[src/indexed_sequence_list_defines.svh]
// Assertion macros used by the indexed sequence list datapath.
`ifndef INDEXED_SEQUENCE_LIST_DEFINES_SVH
`define INDEXED_SEQUENCE_LIST_DEFINES_SVH

// Implication checked in the same cycle, disabled during reset.
`define ISL_ASSERT_SAME(label, ante, cons, msg) \
  label: assert property (@(posedge clk) disable iff (rst) (ante) |-> (cons)) \
    else $error(msg);

// Implication checked in the next cycle, disabled during reset.
`define ISL_ASSERT_NEXT(label, ante, cons, msg) \
  label: assert property (@(posedge clk) disable iff (rst) (ante) |=> (cons)) \
    else $error(msg);

`endif

[src/isl_pkg.sv]
// Package with opcodes, status codes and controller/datapath interface types.
package isl_pkg;

  localparam logic [2:0] OP_INS_FRONT = 3'd0;
  localparam logic [2:0] OP_INS_POS   = 3'd1;
  localparam logic [2:0] OP_INS_END   = 3'd2;
  localparam logic [2:0] OP_DEL_FRONT = 3'd3;
  localparam logic [2:0] OP_DEL_POS   = 3'd4;
  localparam logic [2:0] OP_DEL_END   = 3'd5;
  localparam logic [2:0] OP_DUMP      = 3'd6;

  localparam logic [2:0] ST_OK        = 3'd0;
  localparam logic [2:0] ST_EMPTY     = 3'd1;
  localparam logic [2:0] ST_INS_RANGE = 3'd2;
  localparam logic [2:0] ST_DEL_RANGE = 3'd3;
  localparam logic [2:0] ST_FULL      = 3'd4;

  localparam logic [1:0] TGT_ZERO   = 2'd0;
  localparam logic [1:0] TGT_POS    = 2'd1;
  localparam logic [1:0] TGT_CNT    = 2'd2;
  localparam logic [1:0] TGT_CNT_M1 = 2'd3;

  localparam logic [2:0] PTR_HOLD = 3'd0;
  localparam logic [2:0] PTR_CNT  = 3'd1;
  localparam logic [2:0] PTR_SEL  = 3'd2;
  localparam logic [2:0] PTR_INC  = 3'd3;
  localparam logic [2:0] PTR_DEC  = 3'd4;

  localparam logic [1:0] RD_PTR    = 2'd0;
  localparam logic [1:0] RD_PTR_M1 = 2'd1;
  localparam logic [1:0] RD_PTR_P1 = 2'd2;

  localparam int IN_BITS  = 48;
  localparam int OUT_BITS = 48;

  typedef struct packed {
    logic       load;
    logic [1:0] tgt_sel;
    logic       tgt_load;
    logic [2:0] ptr_op;
    logic       rd_en;
    logic [1:0] rd_sel;
    logic       wr_en;
    logic       wr_value;
    logic       cnt_inc;
    logic       cnt_dec;
    logic       emit;
    logic [2:0] status;
    logic       emit_data;
    logic       emit_last;
  } isl_cmd_t;

  typedef struct packed {
    logic [2:0] op;
    logic       full;
    logic       empty;
    logic       pos_gt_cnt;
    logic       pos_ge_cnt;
    logic       ptr_gt_tgt;
    logic       ptr_next_lt_cnt;
    logic       ptr_last;
    logic       out_free;
  } isl_stat_t;

endpackage

[src/isl_ctrl.sv]
// Controller state machine sequencing list operations over the datapath.
module isl_ctrl import isl_pkg::*; (
  input  logic      clk,
  input  logic      rst,
  input  logic      s_tvalid,
  output logic      s_tready,
  input  isl_stat_t stat,
  output isl_cmd_t  cmd
);

  localparam logic [3:0] S_IDLE     = 4'd0;
  localparam logic [3:0] S_EXEC     = 4'd1;
  localparam logic [3:0] S_UP_RD    = 4'd2;
  localparam logic [3:0] S_UP_WR    = 4'd3;
  localparam logic [3:0] S_DN_RD    = 4'd4;
  localparam logic [3:0] S_DN_WR    = 4'd5;
  localparam logic [3:0] S_DUMP_RD  = 4'd6;
  localparam logic [3:0] S_DUMP_OUT = 4'd7;
  localparam logic [3:0] S_RESP     = 4'd8;

  logic [3:0] state;
  logic [3:0] state_next;
  logic [2:0] st;
  logic [2:0] st_next;

  assign s_tready = (state == S_IDLE);

  always_ff @(posedge clk) begin
    if (rst) begin
      state <= S_IDLE;
      st    <= ST_OK;
    end else begin
      state <= state_next;
      st    <= st_next;
    end
  end

  always_comb begin
    state_next = state;
    st_next    = st;
    cmd        = '0;
    unique case (state)
      S_IDLE: begin
        if (s_tvalid) begin
          cmd.load   = 1'b1;
          state_next = S_EXEC;
        end
      end
      S_EXEC: begin
        case (stat.op) inside
          OP_INS_FRONT, OP_INS_POS, OP_INS_END: begin
            if (stat.full) begin
              st_next    = ST_FULL;
              state_next = S_RESP;
            end else begin
              cmd.tgt_load = 1'b1;
              cmd.ptr_op   = PTR_CNT;
              if (stat.op == OP_INS_FRONT) begin
                cmd.tgt_sel = TGT_ZERO;
              end else if (stat.op == OP_INS_POS && !stat.pos_gt_cnt) begin
                cmd.tgt_sel = TGT_POS;
              end else begin
                cmd.tgt_sel = TGT_CNT;
              end
              st_next    = (stat.op == OP_INS_POS && stat.pos_gt_cnt) ? ST_INS_RANGE : ST_OK;
              state_next = S_UP_RD;
            end
          end
          OP_DEL_FRONT, OP_DEL_POS, OP_DEL_END: begin
            if (stat.empty) begin
              st_next    = ST_EMPTY;
              state_next = S_RESP;
            end else if (stat.op == OP_DEL_POS && stat.pos_ge_cnt) begin
              st_next    = ST_DEL_RANGE;
              state_next = S_RESP;
            end else begin
              cmd.ptr_op = PTR_SEL;
              if (stat.op == OP_DEL_FRONT) begin
                cmd.tgt_sel = TGT_ZERO;
              end else if (stat.op == OP_DEL_POS) begin
                cmd.tgt_sel = TGT_POS;
              end else begin
                cmd.tgt_sel = TGT_CNT_M1;
              end
              st_next    = ST_OK;
              state_next = S_DN_RD;
            end
          end
          OP_DUMP: begin
            if (stat.empty) begin
              st_next    = ST_EMPTY;
              state_next = S_RESP;
            end else begin
              cmd.ptr_op  = PTR_SEL;
              cmd.tgt_sel = TGT_ZERO;
              state_next  = S_DUMP_RD;
            end
          end
          default: begin
            st_next    = ST_OK;
            state_next = S_RESP;
          end
        endcase
      end
      S_UP_RD: begin
        if (stat.ptr_gt_tgt) begin
          cmd.rd_en  = 1'b1;
          cmd.rd_sel = RD_PTR_M1;
          state_next = S_UP_WR;
        end else begin
          cmd.wr_en    = 1'b1;
          cmd.wr_value = 1'b1;
          cmd.cnt_inc  = 1'b1;
          state_next   = S_RESP;
        end
      end
      S_UP_WR: begin
        cmd.wr_en  = 1'b1;
        cmd.ptr_op = PTR_DEC;
        state_next = S_UP_RD;
      end
      S_DN_RD: begin
        if (stat.ptr_next_lt_cnt) begin
          cmd.rd_en  = 1'b1;
          cmd.rd_sel = RD_PTR_P1;
          state_next = S_DN_WR;
        end else begin
          cmd.cnt_dec = 1'b1;
          state_next  = S_RESP;
        end
      end
      S_DN_WR: begin
        cmd.wr_en  = 1'b1;
        cmd.ptr_op = PTR_INC;
        state_next = S_DN_RD;
      end
      S_DUMP_RD: begin
        cmd.rd_en  = 1'b1;
        cmd.rd_sel = RD_PTR;
        state_next = S_DUMP_OUT;
      end
      S_DUMP_OUT: begin
        if (stat.out_free) begin
          cmd.emit      = 1'b1;
          cmd.status    = ST_OK;
          cmd.emit_data = 1'b1;
          cmd.emit_last = stat.ptr_last;
          if (stat.ptr_last) begin
            state_next = S_IDLE;
          end else begin
            cmd.ptr_op = PTR_INC;
            state_next = S_DUMP_RD;
          end
        end
      end
      S_RESP: begin
        if (stat.out_free) begin
          cmd.emit      = 1'b1;
          cmd.status    = st;
          cmd.emit_last = 1'b1;
          state_next    = S_IDLE;
        end
      end
      default: begin
        state_next = S_IDLE;
      end
    endcase
  end

endmodule

[src/isl_datapath.sv]
// Datapath with the element memory, count, pointers and output register.
`include "indexed_sequence_list_defines.svh"
module isl_datapath import isl_pkg::*; #(
  parameter int CAPACITY    = 32,
  parameter int VALUE_WIDTH = 32
) (
  input  logic                clk,
  input  logic                rst,
  input  logic [IN_BITS-1:0]  s_tdata,
  output logic                m_tvalid,
  input  logic                m_tready,
  output logic [OUT_BITS-1:0] m_tdata,
  output logic                m_tlast,
  input  isl_cmd_t            cmd,
  output isl_stat_t           stat
);

  localparam int CW   = $clog2(CAPACITY + 1);
  localparam int AW   = $clog2(CAPACITY);
  localparam int CMPW = (CW > 6) ? CW : 6;

  logic [VALUE_WIDTH-1:0]        mem [CAPACITY];
  logic signed [VALUE_WIDTH-1:0] rdata;
  logic [2:0]                    op;
  logic [31:0]                   value;
  logic [5:0]                    pos;
  logic [CW-1:0]                 count;
  logic [CW-1:0]                 ptr;
  logic [CW-1:0]                 tgt;
  logic [CW-1:0]                 sel_val;
  logic [CW-1:0]                 rd_addr;
  logic [31:0]                   dumped;
  logic                          out_free;

  assign out_free = !m_tvalid || m_tready;
  assign dumped   = 32'(rdata);

  always_comb begin
    case (cmd.tgt_sel)
      TGT_ZERO:   sel_val = '0;
      TGT_POS:    sel_val = CW'(pos);
      TGT_CNT:    sel_val = count;
      default:    sel_val = count - CW'(1);
    endcase
    case (cmd.rd_sel)
      RD_PTR_M1: rd_addr = ptr - CW'(1);
      RD_PTR_P1: rd_addr = ptr + CW'(1);
      default:   rd_addr = ptr;
    endcase
  end

  always_comb begin
    stat.op              = op;
    stat.full            = count >= CW'(CAPACITY);
    stat.empty           = count == '0;
    stat.pos_gt_cnt      = CMPW'(pos) > CMPW'(count);
    stat.pos_ge_cnt      = CMPW'(pos) >= CMPW'(count);
    stat.ptr_gt_tgt      = ptr > tgt;
    stat.ptr_next_lt_cnt = (ptr + CW'(1)) < count;
    stat.ptr_last        = (ptr + CW'(1)) == count;
    stat.out_free        = out_free;
  end

  always_ff @(posedge clk) begin
    if (cmd.wr_en) begin
      mem[ptr[AW-1:0]] <= cmd.wr_value ? VALUE_WIDTH'(value) : rdata;
    end
    if (cmd.rd_en) begin
      rdata <= mem[rd_addr[AW-1:0]];
    end
  end

  always_ff @(posedge clk) begin
    if (cmd.load) begin
      op    <= s_tdata[2:0];
      value <= s_tdata[34:3];
      pos   <= s_tdata[40:35];
    end
    if (cmd.tgt_load) begin
      tgt <= sel_val;
    end
    case (cmd.ptr_op)
      PTR_CNT: ptr <= count;
      PTR_SEL: ptr <= sel_val;
      PTR_INC: ptr <= ptr + CW'(1);
      PTR_DEC: ptr <= ptr - CW'(1);
      default: ptr <= ptr;
    endcase
  end

  always_ff @(posedge clk) begin
    if (rst) begin
      count    <= '0;
      m_tvalid <= 1'b0;
    end else begin
      if (cmd.cnt_inc) begin
        count <= count + CW'(1);
      end else if (cmd.cnt_dec) begin
        count <= count - CW'(1);
      end
      if (cmd.emit) begin
        m_tvalid <= 1'b1;
      end else if (m_tready) begin
        m_tvalid <= 1'b0;
      end
    end
  end

  always_ff @(posedge clk) begin
    if (cmd.emit) begin
      m_tdata <= {7'd0, 6'(count), (cmd.emit_data ? dumped : 32'd0), cmd.status};
      m_tlast <= cmd.emit_last;
    end
  end

  `ISL_ASSERT_SAME(a_inc_not_full, cmd.cnt_inc, !stat.full, "insert into full list")
  `ISL_ASSERT_SAME(a_dec_not_empty, cmd.cnt_dec, !stat.empty, "delete from empty list")
  `ISL_ASSERT_SAME(a_emit_free, cmd.emit, out_free, "pending result overwritten")
  `ISL_ASSERT_NEXT(a_inc_grows, cmd.cnt_inc, count == $past(count) + CW'(1), "count did not grow")

endmodule

[src/indexed_sequence_list.sv]
// Indexed sequence list: a bounded ordered list of signed values, top level.
//
// Input channel s_t*: one transaction carries an opcode (insert front, at a
// position or at the end; delete front, at a position or at the end; dump),
// a value and a position. Output channel m_t*: result transactions carry a
// status, a dumped value and the list length after the operation; m_tlast
// marks the final result of each input transaction.
// Inserts and deletes return one result; a dump returns one result per stored
// element, or a single empty status for an empty list.
// An insert or a delete passes S_EXEC, then a read state and a write state
// for each entry that it moves, then S_RESP, which loads the output
// register. A dump reads each element in S_DUMP_RD and loads it into the
// output register in S_DUMP_OUT. The element memory is never read and
// written in the same state.
// One input transaction is worked at a time; s_tready returns high once its
// last result sits in the output register, so the next one can start while
// that result waits.
// Reset empties the list and drops any pending result; memory contents are
// not cleared. When the receiver stalls, the result is held in the output
// register and the sequencer waits before producing the next one.
module indexed_sequence_list import isl_pkg::*; #(
  parameter int CAPACITY    = 32,
  parameter int VALUE_WIDTH = 32
) (
  input  logic                clk,
  input  logic                rst,
  input  logic                s_tvalid,
  output logic                s_tready,
  // Fields from bit 0: opcode[2:0], element_value[34:3], position[40:35].
  input  logic [IN_BITS-1:0]  s_tdata,
  output logic                m_tvalid,
  input  logic                m_tready,
  // Fields from bit 0: status[2:0], dumped_value[34:3], list_length[40:35].
  output logic [OUT_BITS-1:0] m_tdata,
  output logic                m_tlast
);

  isl_cmd_t  cmd;
  isl_stat_t stat;

  isl_ctrl u_ctrl (
    .clk      (clk),
    .rst      (rst),
    .s_tvalid (s_tvalid),
    .s_tready (s_tready),
    .stat     (stat),
    .cmd      (cmd)
  );

  isl_datapath #(
    .CAPACITY    (CAPACITY),
    .VALUE_WIDTH (VALUE_WIDTH)
  ) u_datapath (
    .clk      (clk),
    .rst      (rst),
    .s_tdata  (s_tdata),
    .m_tvalid (m_tvalid),
    .m_tready (m_tready),
    .m_tdata  (m_tdata),
    .m_tlast  (m_tlast),
    .cmd      (cmd),
    .stat     (stat)
  );

endmodule
[config.mk]
export PLATFORM = sky130hd
export DESIGN_NAME = indexed_sequence_list
export DESIGN_NICKNAME = d
export VERILOG_FILES = /design/src/isl_pkg.sv /design/src/isl_ctrl.sv /design/src/isl_datapath.sv /design/src/indexed_sequence_list.sv
export VERILOG_INCLUDE_DIRS = /design/src /design/src/src
export SDC_FILE = /design/constraint.sdc
export NUM_CORES = 1
export LEC_CHECK = 0
export ABC_AREA = 1
export BUFFER_PORTS_ARGS = -buffer_cell sky130_fd_sc_hd__clkbuf_2
export CORE_AREA = 3 3 322 324
export CTS_BUF_LIST = sky130_fd_sc_hd__clkbuf_8
export CTS_CLUSTER_DIAMETER = 40
export DETAILED_ROUTE_END_ITERATION = 6
export DIE_AREA = 0 0 325 327
export PLACE_DENSITY = 0.71
export SYNTH_ARGS = -nofsm -noshare
export SYNTH_HDL_FRONTEND = slang
export SYNTH_SLANG_ARGS = --single-unit
[constraint.sdc]
create_clock -name clk -period 9.57 [get_ports clk]
set_clock_uncertainty 0.1 [all_clocks]
set_input_delay 0.4785 -clock clk [delete_from_list [all_inputs] [get_ports clk]]
set_output_delay 0.4785 -clock clk [all_outputs]
set_load 0.005 [all_outputs]
==> results.json <==
{
  "synth.most_common_cell": "edfxtp_1",
  "hold_viol": 0,
  "tightest_slew_ns": 1.36,
  "crit_family": "simple AND/OR/NAND/NOR gates",
  "dieArea_sq_um": 106000,
  "clk_path_buf_depth": 3,
  "async_reset_ff_frac": 0,
  "crit_chain": "ha_1, a31oi_1, a21oi_1, ha_1, nand2_1, nor2_1, o21ai_0, o211ai_1, or2_2, ha_1, inv_4, o211ai_2, nand2_8, inv_8, buf_12, nand2_1, nand3_1, nand2_1, nand2_1, nand3_1, nand2_1, nand2_1, nand2_1",
  "final_area_sq_um": 54000,
  "synthesis.area_sq_um": 48300,
  "post-route-util": 0.532,
  "path_common_cell": "nand2_1",
  "power_mw": 10.8,
  "synthSimpleGateAreaFrac": 0.163,
  "synth_top_area_cell": "edfxtp_1",
  "synth_ff_type": "edfxtp_1",
  "critPathMaxStageDelay_ns": 0.64,
  "cts_root_buffer": "clkbuf_8",
  "routabilityCongestion": 0.872,
  "post_cts_resized": 0,
  "die_x_microns": 325,
  "ys_seq_area_frac": 0.721,
  "syn_avg_cell_area_sq_um": 12.1,
  "whs_ns": 0.0891,
  "fmax_mhz": 168,
  "synth-seq-cells": 1165,
  "initial_core_util": 0.476,
  "synth_cell_types": 38,
  "clk_pin_slew_worst_paths_ns": 0.06,
  "gr-usage-all-layers": 0.217,
  "clk_latency_ns": 0.84,
  "crit_buf_inv": 3,
  "drt_pre_antenna_iters": 6,
  "h-tree-depth": 4,
  "cp-end-kind": "register",
  "synth_area_leaders": "edfxtp_1 (72%), nand2_1 (8.8%), nand3_1 (5.1%)",
  "status": "complete, no violations",
  "synth_fa_ha_area_frac": 0.00725,
  "grt_overflow": 0,
  "grt_pass1_wl_microns": 176000,
  "synth_xor_area_frac": 0.00233,
  "crit_fanout": 172,
  "cp_data_required_time_ns": 10.15,
  "tns_ns": 0,
  "rsz0062_at_grt": "no",
  "drv_slew": 0,
  "vias_per_cell": 5.50,
  "setup_violations": 0,
  "synth_compound_area_frac": 0.0610,
  "crit_start": "u_datapath.ptr[1]",
  "cts_hold_buf": 45,
  "synth_top_cell_area_share": 0.716,
  "clock_sink_count": 1165,
  "slew_headroom": 0.0931,
  "muxShareOfSynthArea": 0,
  "cp.arrival_ns": 6.55,
  "p_per_area_nw_per_um2": 200,
  "drt-wirelength-per-cell_microns": 20.7,
  "port_buffers": 88,
  "rows": 117,
  "route.detailed.drc": 0,
  "area.growth.synth_to_final_pct": 11.7,
  "hp-class": "primary input to register",
  "min_period_ns": 5.97,
  "postCtsSetupBuffers": 0,
  "drive_above_1_share": 0.110,
  "ir_worst_vdd_v": 0.000143,
  "syn_inst": 4002,
  "place_inst": 5290,
  "leakagePower_nw": 19.6,
  "cpMaxStageDelayCell": "inv_8",
  "cap_viol_max_count": 0,
  "finalCritPeriodShare": 0.624,
  "num_io_pins": 103,
  "hpwl_microns": 59400,
  "hp-start": "s_tvalid",
  "grt_max_degree": 249,
  "ys.warnings.count": 0,
  "antenna_left": 0,
  "synth_edf_count": 1151,
  "nets": 4227,
  "fin_ws_ns": 3.60,
  "cts_tree": "built",
  "place_ws_ns": 3.69,
  "drt-initial-drc-count": 3114,
  "critical_path_class": "register to register",
  "vias": 31100,
  "cts_buffers": 177,
  "final_cells": 5653,
  "fp.dieH_microns": 327,
  "grt_antenna_before_repair": 1,
  "finalWirelength_microns": 117000,
  "core_sq_um": 101000,
  "placed_area_sq_um": 50300,
  "synth_common_cells": "edfxtp_1 (1151), nand2_1 (1134), nand3_1 (493), o211ai_1 (261), inv_1 (249)",
  "cp-start-kind": "register",
  "first_global_vias": 29400,
  "reg2reg_from": "u_datapath.ptr[1]",
  "synth_top_family_by_area": "simple AND/OR/NAND/NOR gates"
}
flip-flops by register name, summed over array words and instances (netlist names):
register             flops
u_datapath.pos           6
u_datapath.value        32
u_datapath.dumped       32
u_datapath.m_tlast       1
u_datapath.op            3
u_datapath.mem        1024
u_datapath.m_tvalid      1
u_ctrl.state             4
u_datapath.count         6
u_ctrl.st                3
u_datapath.tgt           6
u_datapath.m_tdata      41
u_datapath.ptr           6
worst paths after layout:
kind	end	slack, ns	cells after the start
worst max-delay path	u_datapath.dumped[21]	3.60	23
worst min-delay path	u_ctrl.state[1]	0.09	5
worst max register to register	u_datapath.dumped[21]	3.60	23
worst min register to register	u_ctrl.st[0]	0.38	2
final cells by class:
cell class	count	area (sq um)
Antenna cell	5	12.5
Clock buffer	183	2520
Clock inverter	129	699
Fill cell	8304	47500
Inverter	261	1000
Multi-Input combinational cell	2342	11700
Sequential cell	1165	34800
Tap cell	1368	1710
Timing Repair Buffer	200	1480
cell usage in the layout (no fill, tap or decap), drive strengths merged, types with 53 or more instances in the layout:
| cell | n |
|---|---|
| clkinv | 53 |
| nand3 | 493 |
| a21oi | 91 |
| edfxtp | 1151 |
| nor2 | 95 |
| o211ai | 262 |
| o21ai | 87 |
| buf | 67 |
| inv | 324 |
| clkbuf | 271 |
| or2 | 98 |
| nand2 | 1136 |
power breakdown:
part | switching, mW | leakage (nW) | internal (mW)
combinational | 0.933 | 7.25 | 0.365
sequential | 0.0348 | 10.5 | 5.68
clock | 1.86 | 1.85 | 1.91
total | 2.83 | 19.6 | 7.96
cell families (layout without fill, tap and decap cells):
logic type / count (synthesis) / after routing
other cells: 1 / 12
compound gates: 448 / 448
buf+inv: 501 / 773
flops: 1165 / 1165
simple gates: 1847 / 1847
fa+ha+maj: 28 / 28
xor+xnor: 12 / 12
layer usage:
| layer | vias up | routed length, microns | track usage |
|---|---|---|---|
| met5 | - | 0 | 0 |
| li1 | 14400 | - | - |
| met1 | 15000 | 48000 | 0.293 |
| met3 | 246 | 9530 | 0.0341 |
| met2 | 1414 | 56200 | 0.358 |
| met4 | 0 | 3380 | 0.0793 |
worst reg2reg max path, delay by kind of cell, from the launching register on:
kind                     cells  cell delay, ns
adder cells (fa/ha/maj)      3            0.99
AO/OA/AOI/OAI                5            0.71
buffers and inverters        3            1.40
AND/OR/NAND/NOR             12            2.05
flip-flops                   1            0.58
(Power assumes the default switching activity.)
